## src/rtl/core/tremolo_amplitude_modulator_assert.svh

```systemverilog
// ----------------------------------------------------------------------------
// tremolo_amplitude_modulator_assert
// Assertion macros used by the tremolo datapath (trem_dp).
// ----------------------------------------------------------------------------
`ifndef TREMOLO_AMPLITUDE_MODULATOR_ASSERT_SVH
`define TREMOLO_AMPLITUDE_MODULATOR_ASSERT_SVH

// Consequent must hold in the cycle after the antecedent.
`define TAM_ASSERT_NEXT(lbl, clk, rst_n, ante, cons, msg) \
    lbl: assert property (@(posedge clk) disable iff (!rst_n) (ante) |=> (cons)) \
        else $error(msg);

// Consequent must hold in the same cycle as the antecedent.
`define TAM_ASSERT_SAME(lbl, clk, rst_n, ante, cons, msg) \
    lbl: assert property (@(posedge clk) disable iff (!rst_n) (ante) |-> (cons)) \
        else $error(msg);

`endif

```

## src/rtl/core/trem_pkg.sv

```systemverilog
// ----------------------------------------------------------------------------
// trem_pkg
// Shared types, constants and command codes of the tremolo modulator.
// ----------------------------------------------------------------------------
package trem_pkg;

    localparam int SINE_ADDR_BITS_DEF = 10;
    localparam int SAMPLE_BITS_DEF    = 24;

    // Shared multiplier: signed operands, full product.
    localparam int MUL_W  = 33;
    localparam int PROD_W = 2 * MUL_W;

    localparam int PHASE_W = 32;
    localparam int STEP_W  = 31;
    localparam int DEPTH_W = 16;
    localparam int Q30_W   = 31;
    localparam int SIN_W   = 17;
    localparam int GAIN_W  = 17;

    localparam logic [Q30_W-1:0]   Q30_ONE   = 31'h4000_0000;
    localparam logic [DEPTH_W-1:0] DEPTH_MAX = 16'd32768;
    localparam logic [DEPTH_W-1:0] DEPTH_RST = 16'd16384;

    // Taylor coefficients of sin(pi/2 * x) in Q30.
    localparam logic [Q30_W-1:0] C1 = 31'd1686629713;
    localparam logic [Q30_W-1:0] C3 = 31'd693598668;
    localparam logic [Q30_W-1:0] C5 = 31'd85569306;
    localparam logic [Q30_W-1:0] C7 = 31'd5026995;
    localparam logic [Q30_W-1:0] C9 = 31'd172272;

    typedef enum logic
    {
        REG_PHASE_STEP = 1'b0,
        REG_DEPTH      = 1'b1
    } reg_idx_t;

    typedef enum logic [2:0]
    {
        MUL_NONE,
        MUL_X_X,
        MUL_X2_C9,
        MUL_X2_T,
        MUL_X_T,
        MUL_D_SIN,
        MUL_SMP_GAIN
    } mul_op_t;

    typedef enum logic [3:0]
    {
        WB_NONE,
        WB_X2,
        WB_T7,
        WB_T5,
        WB_T3,
        WB_T1,
        WB_SIN,
        WB_GAIN,
        WB_OUT
    } wb_op_t;

    typedef enum logic [4:0]
    {
        ST_IDLE,
        ST_M_SQR,
        ST_W_SQR,
        ST_M_C9,
        ST_W_C9,
        ST_M_H5,
        ST_W_H5,
        ST_M_H3,
        ST_W_H3,
        ST_M_H1,
        ST_W_H1,
        ST_M_SIN,
        ST_W_SIN,
        ST_M_GAIN,
        ST_W_GAIN,
        ST_M_OUT,
        ST_W_OUT
    } state_t;

    typedef struct packed
    {
        logic    load;
        mul_op_t mul_op;
        wb_op_t  wb_op;
    } cmd_t;

endpackage

```

## src/rtl/core/tremolo_amplitude_modulator.sv

```systemverilog
// ----------------------------------------------------------------------------
// tremolo_amplitude_modulator
// Sine LFO tremolo: scales each audio sample by a depth-weighted sine gain.
// ----------------------------------------------------------------------------
// Each input item (one sample plus a block_start flag in tuser) is accepted
// only while the sequencer is idle; its result reaches the output register
// after eight products on one shared 33x33 multiplier (sine polynomial,
// gain, sample scaling), each taking a multiply step and a write-back
// step. The next item is accepted only once the sequencer is back in idle,
// so items never overlap in the datapath. The result sits in an
// output register, so the next item is accepted while it waits; if it is
// still waiting when the next result is ready, the sequencer holds in its
// last step. block_start restarts the LFO phase at zero for that sample.
// Registers: phase_step at 0x0, depth at 0x4.
module tremolo_amplitude_modulator
#(
    parameter int SINE_ADDR_BITS = trem_pkg::SINE_ADDR_BITS_DEF,
    parameter int SAMPLE_BITS    = trem_pkg::SAMPLE_BITS_DEF
)
(
    input  logic                                  clk,
    input  logic                                  rst_n,
    input  logic                                  psel,
    input  logic                                  penable,
    input  logic                                  pwrite,
    input  logic [2:0]                            paddr,
    input  logic [31:0]                           pwdata,
    output logic [31:0]                           prdata,
    output logic                                  pready,
    input  logic                                  s_axis_tvalid,
    output logic                                  s_axis_tready,
    // sample_in
    input  logic [((SAMPLE_BITS+7)/8)*8-1:0]      s_axis_tdata,
    // block_start
    input  logic                                  s_axis_tuser,
    output logic                                  m_axis_tvalid,
    input  logic                                  m_axis_tready,
    // sample_out
    output logic [((SAMPLE_BITS+7)/8)*8-1:0]      m_axis_tdata
);
    import trem_pkg::*;

    localparam int TDATA_W = ((SAMPLE_BITS + 7) / 8) * 8;

    logic [STEP_W-1:0]      phase_step;
    logic [DEPTH_W-1:0]     depth;
    logic [SAMPLE_BITS-1:0] sample_out;
    cmd_t                   cmd;

    trem_cfg u_cfg
    (
        .clk        (clk),
        .rst_n      (rst_n),
        .psel       (psel),
        .penable    (penable),
        .pwrite     (pwrite),
        .paddr      (paddr),
        .pwdata     (pwdata),
        .prdata     (prdata),
        .pready     (pready),
        .phase_step (phase_step),
        .depth      (depth)
    );

    trem_ctrl u_ctrl
    (
        .clk       (clk),
        .rst_n     (rst_n),
        .in_valid  (s_axis_tvalid),
        .in_ready  (s_axis_tready),
        .out_valid (m_axis_tvalid),
        .out_ready (m_axis_tready),
        .cmd       (cmd)
    );

    trem_dp
    #(
        .SINE_ADDR_BITS (SINE_ADDR_BITS),
        .SAMPLE_BITS    (SAMPLE_BITS)
    )
    u_dp
    (
        .clk         (clk),
        .rst_n       (rst_n),
        .cmd         (cmd),
        .sample_in   (s_axis_tdata[SAMPLE_BITS-1:0]),
        .block_start (s_axis_tuser),
        .phase_step  (phase_step),
        .depth       (depth),
        .sample_out  (sample_out)
    );

    assign m_axis_tdata = TDATA_W'(sample_out);

endmodule

```

## src/rtl/core/trem_cfg.sv

```systemverilog
// ----------------------------------------------------------------------------
// trem_cfg
// APB register file: LFO phase step and modulation depth.
// ----------------------------------------------------------------------------
module trem_cfg
(
    input  logic                         clk,
    input  logic                         rst_n,
    input  logic                         psel,
    input  logic                         penable,
    input  logic                         pwrite,
    input  logic [2:0]                   paddr,
    input  logic [31:0]                  pwdata,
    output logic [31:0]                  prdata,
    output logic                         pready,
    output logic [trem_pkg::STEP_W-1:0]  phase_step,
    output logic [trem_pkg::DEPTH_W-1:0] depth
);
    import trem_pkg::*;

    logic [STEP_W-1:0]  step_reg;
    logic [DEPTH_W-1:0] depth_reg;
    logic               wr_en;
    reg_idx_t           idx;

    assign pready = 1'b1;
    assign wr_en  = psel && penable && pwrite && pready;
    assign idx    = reg_idx_t'(paddr[2]);

    always_ff @(posedge clk or negedge rst_n)
    begin
        if (!rst_n)
        begin
            step_reg  <= '0;
            depth_reg <= DEPTH_RST;
        end
        else if (wr_en)
        begin
            case (idx)
                REG_PHASE_STEP: step_reg  <= pwdata[STEP_W-1:0];
                REG_DEPTH:      depth_reg <= pwdata[DEPTH_W-1:0];
                default:        ;
            endcase
        end
    end

    always_comb
    begin
        case (idx)
            REG_PHASE_STEP: prdata = {{(32-STEP_W){1'b0}}, step_reg};
            REG_DEPTH:      prdata = {{(32-DEPTH_W){1'b0}}, depth_reg};
            default:        prdata = '0;
        endcase
    end

    assign phase_step = step_reg;
    assign depth      = depth_reg;

endmodule

```

## src/rtl/core/trem_ctrl.sv

```systemverilog
// ----------------------------------------------------------------------------
// trem_ctrl
// Sequencer: steps the shared multiplier through sine, gain and output.
// ----------------------------------------------------------------------------
module trem_ctrl
(
    input  logic                clk,
    input  logic                rst_n,
    input  logic                in_valid,
    output logic                in_ready,
    output logic                out_valid,
    input  logic                out_ready,
    output trem_pkg::cmd_t      cmd
);
    import trem_pkg::*;

    state_t state_reg;
    state_t state_next;
    logic   out_valid_reg;
    logic   out_valid_next;

    always_ff @(posedge clk or negedge rst_n)
    begin
        if (!rst_n)
        begin
            state_reg     <= ST_IDLE;
            out_valid_reg <= 1'b0;
        end
        else
        begin
            state_reg     <= state_next;
            out_valid_reg <= out_valid_next;
        end
    end

    always_comb
    begin
        state_next     = state_reg;
        cmd.load       = 1'b0;
        cmd.mul_op     = MUL_NONE;
        cmd.wb_op      = WB_NONE;
        in_ready       = 1'b0;
        out_valid_next = out_valid_reg && !out_ready;

        case (state_reg)
            ST_IDLE:
            begin
                in_ready = 1'b1;
                if (in_valid)
                begin
                    cmd.load   = 1'b1;
                    state_next = ST_M_SQR;
                end
            end
            ST_M_SQR:
            begin
                cmd.mul_op = MUL_X_X;
                state_next = ST_W_SQR;
            end
            ST_W_SQR:
            begin
                cmd.wb_op  = WB_X2;
                state_next = ST_M_C9;
            end
            ST_M_C9:
            begin
                cmd.mul_op = MUL_X2_C9;
                state_next = ST_W_C9;
            end
            ST_W_C9:
            begin
                cmd.wb_op  = WB_T7;
                state_next = ST_M_H5;
            end
            ST_M_H5:
            begin
                cmd.mul_op = MUL_X2_T;
                state_next = ST_W_H5;
            end
            ST_W_H5:
            begin
                cmd.wb_op  = WB_T5;
                state_next = ST_M_H3;
            end
            ST_M_H3:
            begin
                cmd.mul_op = MUL_X2_T;
                state_next = ST_W_H3;
            end
            ST_W_H3:
            begin
                cmd.wb_op  = WB_T3;
                state_next = ST_M_H1;
            end
            ST_M_H1:
            begin
                cmd.mul_op = MUL_X2_T;
                state_next = ST_W_H1;
            end
            ST_W_H1:
            begin
                cmd.wb_op  = WB_T1;
                state_next = ST_M_SIN;
            end
            ST_M_SIN:
            begin
                cmd.mul_op = MUL_X_T;
                state_next = ST_W_SIN;
            end
            ST_W_SIN:
            begin
                cmd.wb_op  = WB_SIN;
                state_next = ST_M_GAIN;
            end
            ST_M_GAIN:
            begin
                cmd.mul_op = MUL_D_SIN;
                state_next = ST_W_GAIN;
            end
            ST_W_GAIN:
            begin
                cmd.wb_op  = WB_GAIN;
                state_next = ST_M_OUT;
            end
            ST_M_OUT:
            begin
                cmd.mul_op = MUL_SMP_GAIN;
                state_next = ST_W_OUT;
            end
            ST_W_OUT:
            begin
                // hold the product until the output register frees up
                if (!out_valid_reg || out_ready)
                begin
                    cmd.wb_op      = WB_OUT;
                    out_valid_next = 1'b1;
                    state_next     = ST_IDLE;
                end
            end
            default:
            begin
                state_next = ST_IDLE;
            end
        endcase
    end

    assign out_valid = out_valid_reg;

endmodule

```

## src/rtl/core/trem_dp.sv

```systemverilog
// ----------------------------------------------------------------------------
// trem_dp
// Datapath: phase accumulator, shared 33x33 multiplier and write-back logic.
// ----------------------------------------------------------------------------
`include "tremolo_amplitude_modulator_assert.svh"

module trem_dp
#(
    parameter int SINE_ADDR_BITS = trem_pkg::SINE_ADDR_BITS_DEF,
    parameter int SAMPLE_BITS    = trem_pkg::SAMPLE_BITS_DEF
)
(
    input  logic                         clk,
    input  logic                         rst_n,
    input  trem_pkg::cmd_t               cmd,
    input  logic [SAMPLE_BITS-1:0]       sample_in,
    input  logic                         block_start,
    input  logic [trem_pkg::STEP_W-1:0]  phase_step,
    input  logic [trem_pkg::DEPTH_W-1:0] depth,
    output logic [SAMPLE_BITS-1:0]       sample_out
);
    import trem_pkg::*;

    localparam int QB = SINE_ADDR_BITS - 2;
    localparam logic [QB:0] QUART = {1'b1, {QB{1'b0}}};
    localparam logic signed [32:0] Y_HI =
        33'((64'd1 << (SAMPLE_BITS - 1)) - 64'd1);
    localparam logic signed [32:0] Y_LO = ~Y_HI;

    logic [PHASE_W-1:0]            phase_reg;
    logic [Q30_W-1:0]              x_reg;
    logic [Q30_W-1:0]              x2_reg;
    logic [Q30_W-1:0]              t_reg;
    logic                          neg_reg;
    logic [DEPTH_W-1:0]            d_reg;
    logic signed [SAMPLE_BITS-1:0] smp_reg;
    logic signed [SIN_W-1:0]       sin_reg;
    logic signed [GAIN_W-1:0]      gain_reg;
    logic signed [PROD_W-1:0]      prod_reg;
    logic [SAMPLE_BITS-1:0]        out_reg;

    logic [PHASE_W-1:0]            phase_base;
    logic [SINE_ADDR_BITS-1:0]     addr;
    logic [QB:0]                   num;
    logic [Q30_W-1:0]              x_next;
    logic signed [MUL_W-1:0]       op_a;
    logic signed [MUL_W-1:0]       op_b;
    logic [Q30_W-1:0]              coef;
    logic [Q30_W-1:0]              t_next;
    logic [32:0]                   s_round;
    logic [17:0]                   mag;
    logic [SIN_W-1:0]              mag_sat;
    logic signed [GAIN_W:0]        gain_sum;
    logic signed [32:0]            y_full;
    logic [SAMPLE_BITS-1:0]        y_sat;

    // Phase used for this item, and the folded quarter-wave position.
    assign phase_base = block_start ? '0 : phase_reg;
    assign addr       = phase_base[PHASE_W-1 -: SINE_ADDR_BITS];
    assign num        = addr[SINE_ADDR_BITS-2] ? (QUART - {1'b0, addr[QB-1:0]})
                                               : {1'b0, addr[QB-1:0]};
    assign x_next     = {num, {(PHASE_W-SINE_ADDR_BITS){1'b0}}};

    always_comb
    begin
        case (cmd.mul_op)
            MUL_X_X:
            begin
                op_a = {2'b00, x_reg};
                op_b = {2'b00, x_reg};
            end
            MUL_X2_C9:
            begin
                op_a = {2'b00, x2_reg};
                op_b = {2'b00, C9};
            end
            MUL_X2_T:
            begin
                op_a = {2'b00, x2_reg};
                op_b = {2'b00, t_reg};
            end
            MUL_X_T:
            begin
                op_a = {2'b00, x_reg};
                op_b = {2'b00, t_reg};
            end
            MUL_D_SIN:
            begin
                op_a = {{(MUL_W-DEPTH_W){1'b0}}, d_reg};
                op_b = MUL_W'(sin_reg);
            end
            MUL_SMP_GAIN:
            begin
                op_a = MUL_W'(smp_reg);
                op_b = MUL_W'(gain_reg);
            end
            default:
            begin
                op_a = '0;
                op_b = '0;
            end
        endcase
    end

    always_comb
    begin
        case (cmd.wb_op)
            WB_T7:   coef = C7;
            WB_T5:   coef = C5;
            WB_T3:   coef = C3;
            WB_T1:   coef = C1;
            default: coef = '0;
        endcase
    end

    assign t_next = coef - prod_reg[60:30];

    // Round the Q30 sine to Q1.15 and clip at one.
    assign s_round = {1'b0, prod_reg[61:30]} + 33'd16384;
    assign mag     = s_round[32:15];
    assign mag_sat = (mag > 18'd32768) ? SIN_W'(DEPTH_MAX) : mag[SIN_W-1:0];

    // Arithmetic shifts of the signed products round toward minus infinity.
    assign gain_sum = (GAIN_W+1)'(signed'({1'b0, DEPTH_MAX - d_reg}))
                    + (GAIN_W+1)'($signed(prod_reg[31:15]));
    assign y_full   = $signed(prod_reg[47:15]);

    always_comb
    begin
        if (y_full > Y_HI)
            y_sat = Y_HI[SAMPLE_BITS-1:0];
        else if (y_full < Y_LO)
            y_sat = Y_LO[SAMPLE_BITS-1:0];
        else
            y_sat = y_full[SAMPLE_BITS-1:0];
    end

    always_ff @(posedge clk or negedge rst_n)
    begin
        if (!rst_n)
            phase_reg <= '0;
        else if (cmd.load)
            phase_reg <= phase_base + {1'b0, phase_step};
    end

    always_ff @(posedge clk)
    begin
        if (cmd.load)
        begin
            x_reg   <= x_next;
            neg_reg <= addr[SINE_ADDR_BITS-1];
            d_reg   <= (depth > DEPTH_MAX) ? DEPTH_MAX : depth;
            smp_reg <= $signed(sample_in);
        end
        if (cmd.mul_op != MUL_NONE)
            prod_reg <= op_a * op_b;
        case (cmd.wb_op)
            WB_X2:   x2_reg   <= prod_reg[60:30];
            WB_T7,
            WB_T5,
            WB_T3,
            WB_T1:   t_reg    <= t_next;
            WB_SIN:  sin_reg  <= neg_reg ? -$signed(mag_sat) : $signed(mag_sat);
            WB_GAIN: gain_reg <= gain_sum[GAIN_W-1:0];
            WB_OUT:  out_reg  <= y_sat;
            default: ;
        endcase
    end

    assign sample_out = out_reg;

    `TAM_ASSERT_NEXT(a_x_range, clk, rst_n, cmd.load, x_reg <= Q30_ONE, "folded phase above one")
    `TAM_ASSERT_NEXT(a_sin_range, clk, rst_n, cmd.wb_op == WB_SIN, sin_reg <= 17'sd32768 && sin_reg >= -17'sd32768, "sine out of range")
    `TAM_ASSERT_NEXT(a_gain_range, clk, rst_n, cmd.wb_op == WB_GAIN, gain_reg <= 17'sd32768 && gain_reg >= -17'sd32768, "gain out of range")

endmodule

```

## config.mk

```make
export PLATFORM = sky130hd
export DESIGN_NAME = tremolo_amplitude_modulator
export DESIGN_NICKNAME = d
export VERILOG_FILES = /design/src/rtl/core/trem_pkg.sv /design/src/rtl/core/tremolo_amplitude_modulator.sv /design/src/rtl/core/trem_cfg.sv /design/src/rtl/core/trem_ctrl.sv /design/src/rtl/core/trem_dp.sv
export VERILOG_INCLUDE_DIRS = /design/src /design/src/rtl/core
export SDC_FILE = /design/constraint.sdc
export NUM_CORES = 2
export LEC_CHECK = 0
export BUFFER_PORTS_ARGS = -buffer_cell sky130_fd_sc_hd__buf_2
export CAP_MARGIN = 5
export CORE_MARGIN = 2
export CORE_UTILIZATION = 56
export DETAILED_ROUTE_END_ITERATION = 8
export PLACE_DENSITY = 0.73
export SLEW_MARGIN = 20
export SYNTH_ARGS = -nofsm -noshare
export SYNTH_HDL_FRONTEND = slang
export SYNTH_SLANG_ARGS = --single-unit
```

## constraint.sdc

```tcl
create_clock -name clk -period 19.24 [get_ports clk]
set_input_delay 1.924 -clock clk [delete_from_list [all_inputs] [get_ports clk]]
set_output_delay 1.924 -clock clk [all_outputs]
set_load 0.02 [all_outputs]
```

==> results.py <==
metrics = {
    "hold_path": {
        "min_from": "u_dp.phase_reg[3]$_DFFE_PN0P_",
        "hold_path_depth": 2,
        "hold_path_class": "flop to flop",
        "hold_end": "u_dp.phase_reg[3]$_DFFE_PN0P_",
    },
    "clock_tree": {
        "cts_max_path_buffers": 3,
        "holdBufCountCts": 0,
        "cts.htree.levels": 1,
        "post_cts_buffers": 0,
        "cts_resized": 0,
        "clk_pin_slew_ns": 0.07,
        "clkLatencyLatePin_ns": 0.64,
        "cts_tree": "built",
        "cts_made_buffers": 30,
        "numClockSinks": 302,
        "cts-root-buf": "clkbuf_16",
    },
    "logic_synthesis": {
        "yosysTopAreaCellShare_pct": 41.6,
        "ys.warnings.count": 0,
        "synth_edf_count": 217,
        "netlist_area_um2": 52100,
        "syn_area_per_cell_um2": 9.50,
        "synthTopCellsByArea": "fa_1, edfxtp_1, inv_1",
        "yosysSeqAreaShare_pct": 16.6,
        "synth_seq_cells": 302,
        "synth_fp_nets": 6921,
        "async_flop_share_pct": 28.1,
        "ys_types": 86,
        "synth_flop_cell": "edfxtp_1",
        "syn-instance-count": 5487,
        "synth_area_leader_cell": "fa_1",
    },
    "critical_path": {
        "end_kind": "flop",
        "max_stage_delay_ns": 0.91,
        "critPathArrivalTime_ns": 12.30,
        "r2r-end": "u_dp.prod_reg[57]$_DFFE_PP_",
        "rrSetupSlack_ns": 7.32,
        "cp-start-kind": "flop",
        "timing.rr.start": "u_ctrl.state_reg[2]$_DFFE_PN0P_",
        "rr_worst_depth": 33,
        "crit_top_cell": "fa_1",
        "required_ns": 19.62,
        "crit_path_start": "u_ctrl.state_reg[2]$_DFFE_PN0P_",
        "critPathMaxFanout": 40,
        "crit_type": "flop to flop",
        "critPathSlowestCell": "clkinv_1",
    },
    "floorplan": {
        "die_w_um": 309,
        "core_um2": 91900,
        "io_pins": 126,
        "die-area_um2": 95500,
        "initial_core_util_pct": 56.7,
        "die_h_um": 309,
        "std_cell_rows": 111,
    },
    "placement": {
        "gp_congestion": 0.970,
        "dp_hpwl_mm": 120,
        "portBuffers": 120,
        "preCtsSetupSlack_ns": 7.66,
    },
    "routing": {
        "via_count": 39500,
        "routed_wl_mm": 156,
        "drc": 0,
        "drt_iter0_drc": 3566,
        "vias_per_cell": 5.84,
        "wl_per_cell_um": 23.1,
        "ant_nets": 0,
        "drt_pass1_iterations": 6,
    },
    "timing": {
        "setup-violations-final": 0,
        "slew_headroom_pct": 14.8,
        "worstMarginPinSlew_ns": 1.28,
        "rsz0062_at_grt": "no",
        "setup_tns_ns": 0,
        "post-route-min-period_ns": 11.92,
        "slew_violations": 0,
        "timing.final.ws_setup_ns": 7.32,
        "hold_viol": 0,
        "skew_ns": 0.0554,
        "period_share_pct": 61.9,
        "fmax_ghz": 0.0839,
    },
    "cells_and_area": {
        "drive_gt1_share_pct": 7.52,
        "largest_register_ffs": 47,
        "final_nets": 6928,
        "area_growth_pct": 6.28,
    },
    "global_routing": {
        "grt_usage_pct": 34.2,
        "antenna_found_initial": 7,
        "grt_start_max_net_pins": 83,
        "grt_pass1_vias": 41400,
        "grt_overflow": 0,
        "grt_pass1_wl_mm": 244,
    },
    "status": {
        "run_status": "finished clean",
    },
    "job": {
        "maxCapViolations": 0,
    },
}
## how the worst max path moves through the flow
stage               depth (start not counted)  slack, ns                          end
global route                               30       6.95  u_dp.prod_reg[57]$_DFFE_PP_
global placement                           30       7.80  u_dp.prod_reg[57]$_DFFE_PP_
detailed placement                         30       7.66  u_dp.prod_reg[57]$_DFFE_PP_
CTS                                        30       7.63  u_dp.prod_reg[57]$_DFFE_PP_
finish                                     33       7.32  u_dp.prod_reg[57]$_DFFE_PP_
floorplan                                  30       9.28  u_dp.prod_reg[57]$_DFFE_PP_
## worst max-delay path, delay by kind of cell, from the launching register on
family	cells	cell delay [ns]
flip-flops	1	0.71
XOR/XNOR	1	0.16
AND/OR/NAND/NOR	6	1.44
adder cells (fa/ha/maj)	9	4.42
buffers and inverters	9	2.08
AO/OA/AOI/OAI	8	2.78
## cell type report
class | count | area, um^2
Multi-Input combinational cell | 3810 | 38500
Fill cell | 7809 | 36500
Sequential cell | 302 | 8640
Inverter | 1121 | 4210
Tap cell | 1243 | 1560
Timing Repair Buffer | 229 | 1430
Clock buffer | 34 | 786
Clock inverter | 22 | 268
Antenna cell | 3 | 7.51
## synth_stat cells (all sizes together) (7+ instances only)
cell    count
nor3       40
o21ai     106
and3       17
nor2b      82
xnor2     117
nor2      656
inv      1120
o31ai      12
dfrtp      84
a21oi     129
nand2     667
a21o       87
o21a       18
mux2i       9
nand2b     38
a221oi     20
ha        283
nand4      22
nor4       15
buf        30
a31oi      17
clkbuf    224
mux2       65
a221o      21
edfxtp    217
nand3      37
or2        12
o21bai     21
xor2       61
a211oi     13
fa       1084
a22o        9
o211ai      7
a22oi      30
and2       39
## placed cells by master (no fill, tap or decap), drive strengths merged, types with 39 or more instances in the layout
cell    count
a21o       87
a21oi     129
and2       39
buf       228
dfrtp      84
edfxtp    217
fa       1084
ha        283
inv      1123
mux2       65
nand2     667
nor2      656
nor2b      82
nor3       40
o21ai     106
xnor2     117
xor2       61
## layer usage
| metal | GRT usage [%] | wire, um | up-vias |
|---|---|---|---|
| met5 | 0 | 27 | - |
| met2 | 52.7 | 70100 | 2157 |
| met4 | 16.1 | 9600 | 4 |
| met3 | 9.60 | 19000 | 520 |
| met1 | 44.9 | 57400 | 20000 |
| li1 | - | - | 16800 |
## cell families after synthesis
| logic type | Yosys count | synth area share, % |
|---|---|---|
| other | 2 | 0.0144 |
| xor gates and xnor gates | 178 | 2.99 |
| and+or+nand+nor | 1648 | 13.4 |
| muxes | 74 | 1.58 |
| adders and majority gates | 1367 | 48.4 |
| AOI/OAI and AO/OA | 541 | 7.02 |
| DFF | 302 | 16.6 |
| buffers and inverters | 1375 | 9.95 |
## stage by stage
step / instances / utilization [%] / cell area (um^2) / hold WS (ns)
floorplan: 5487 / - / 52100 / 0.421
global placement: 6701 / 59.1 / 54300 / 0.451
detailed placement: 6704 / 59.1 / 54300 / 0.462
CTS: 6760 / 60.2 / 55400 / 0.478
global route: 6761 / 60.2 / 55400 / 0.494
finish: 6764 / 60.3 / 55400 / 0.473
Power is not shown: default switching activity piles up to over one toggle a cycle in this logic, so the estimate is an artifact.
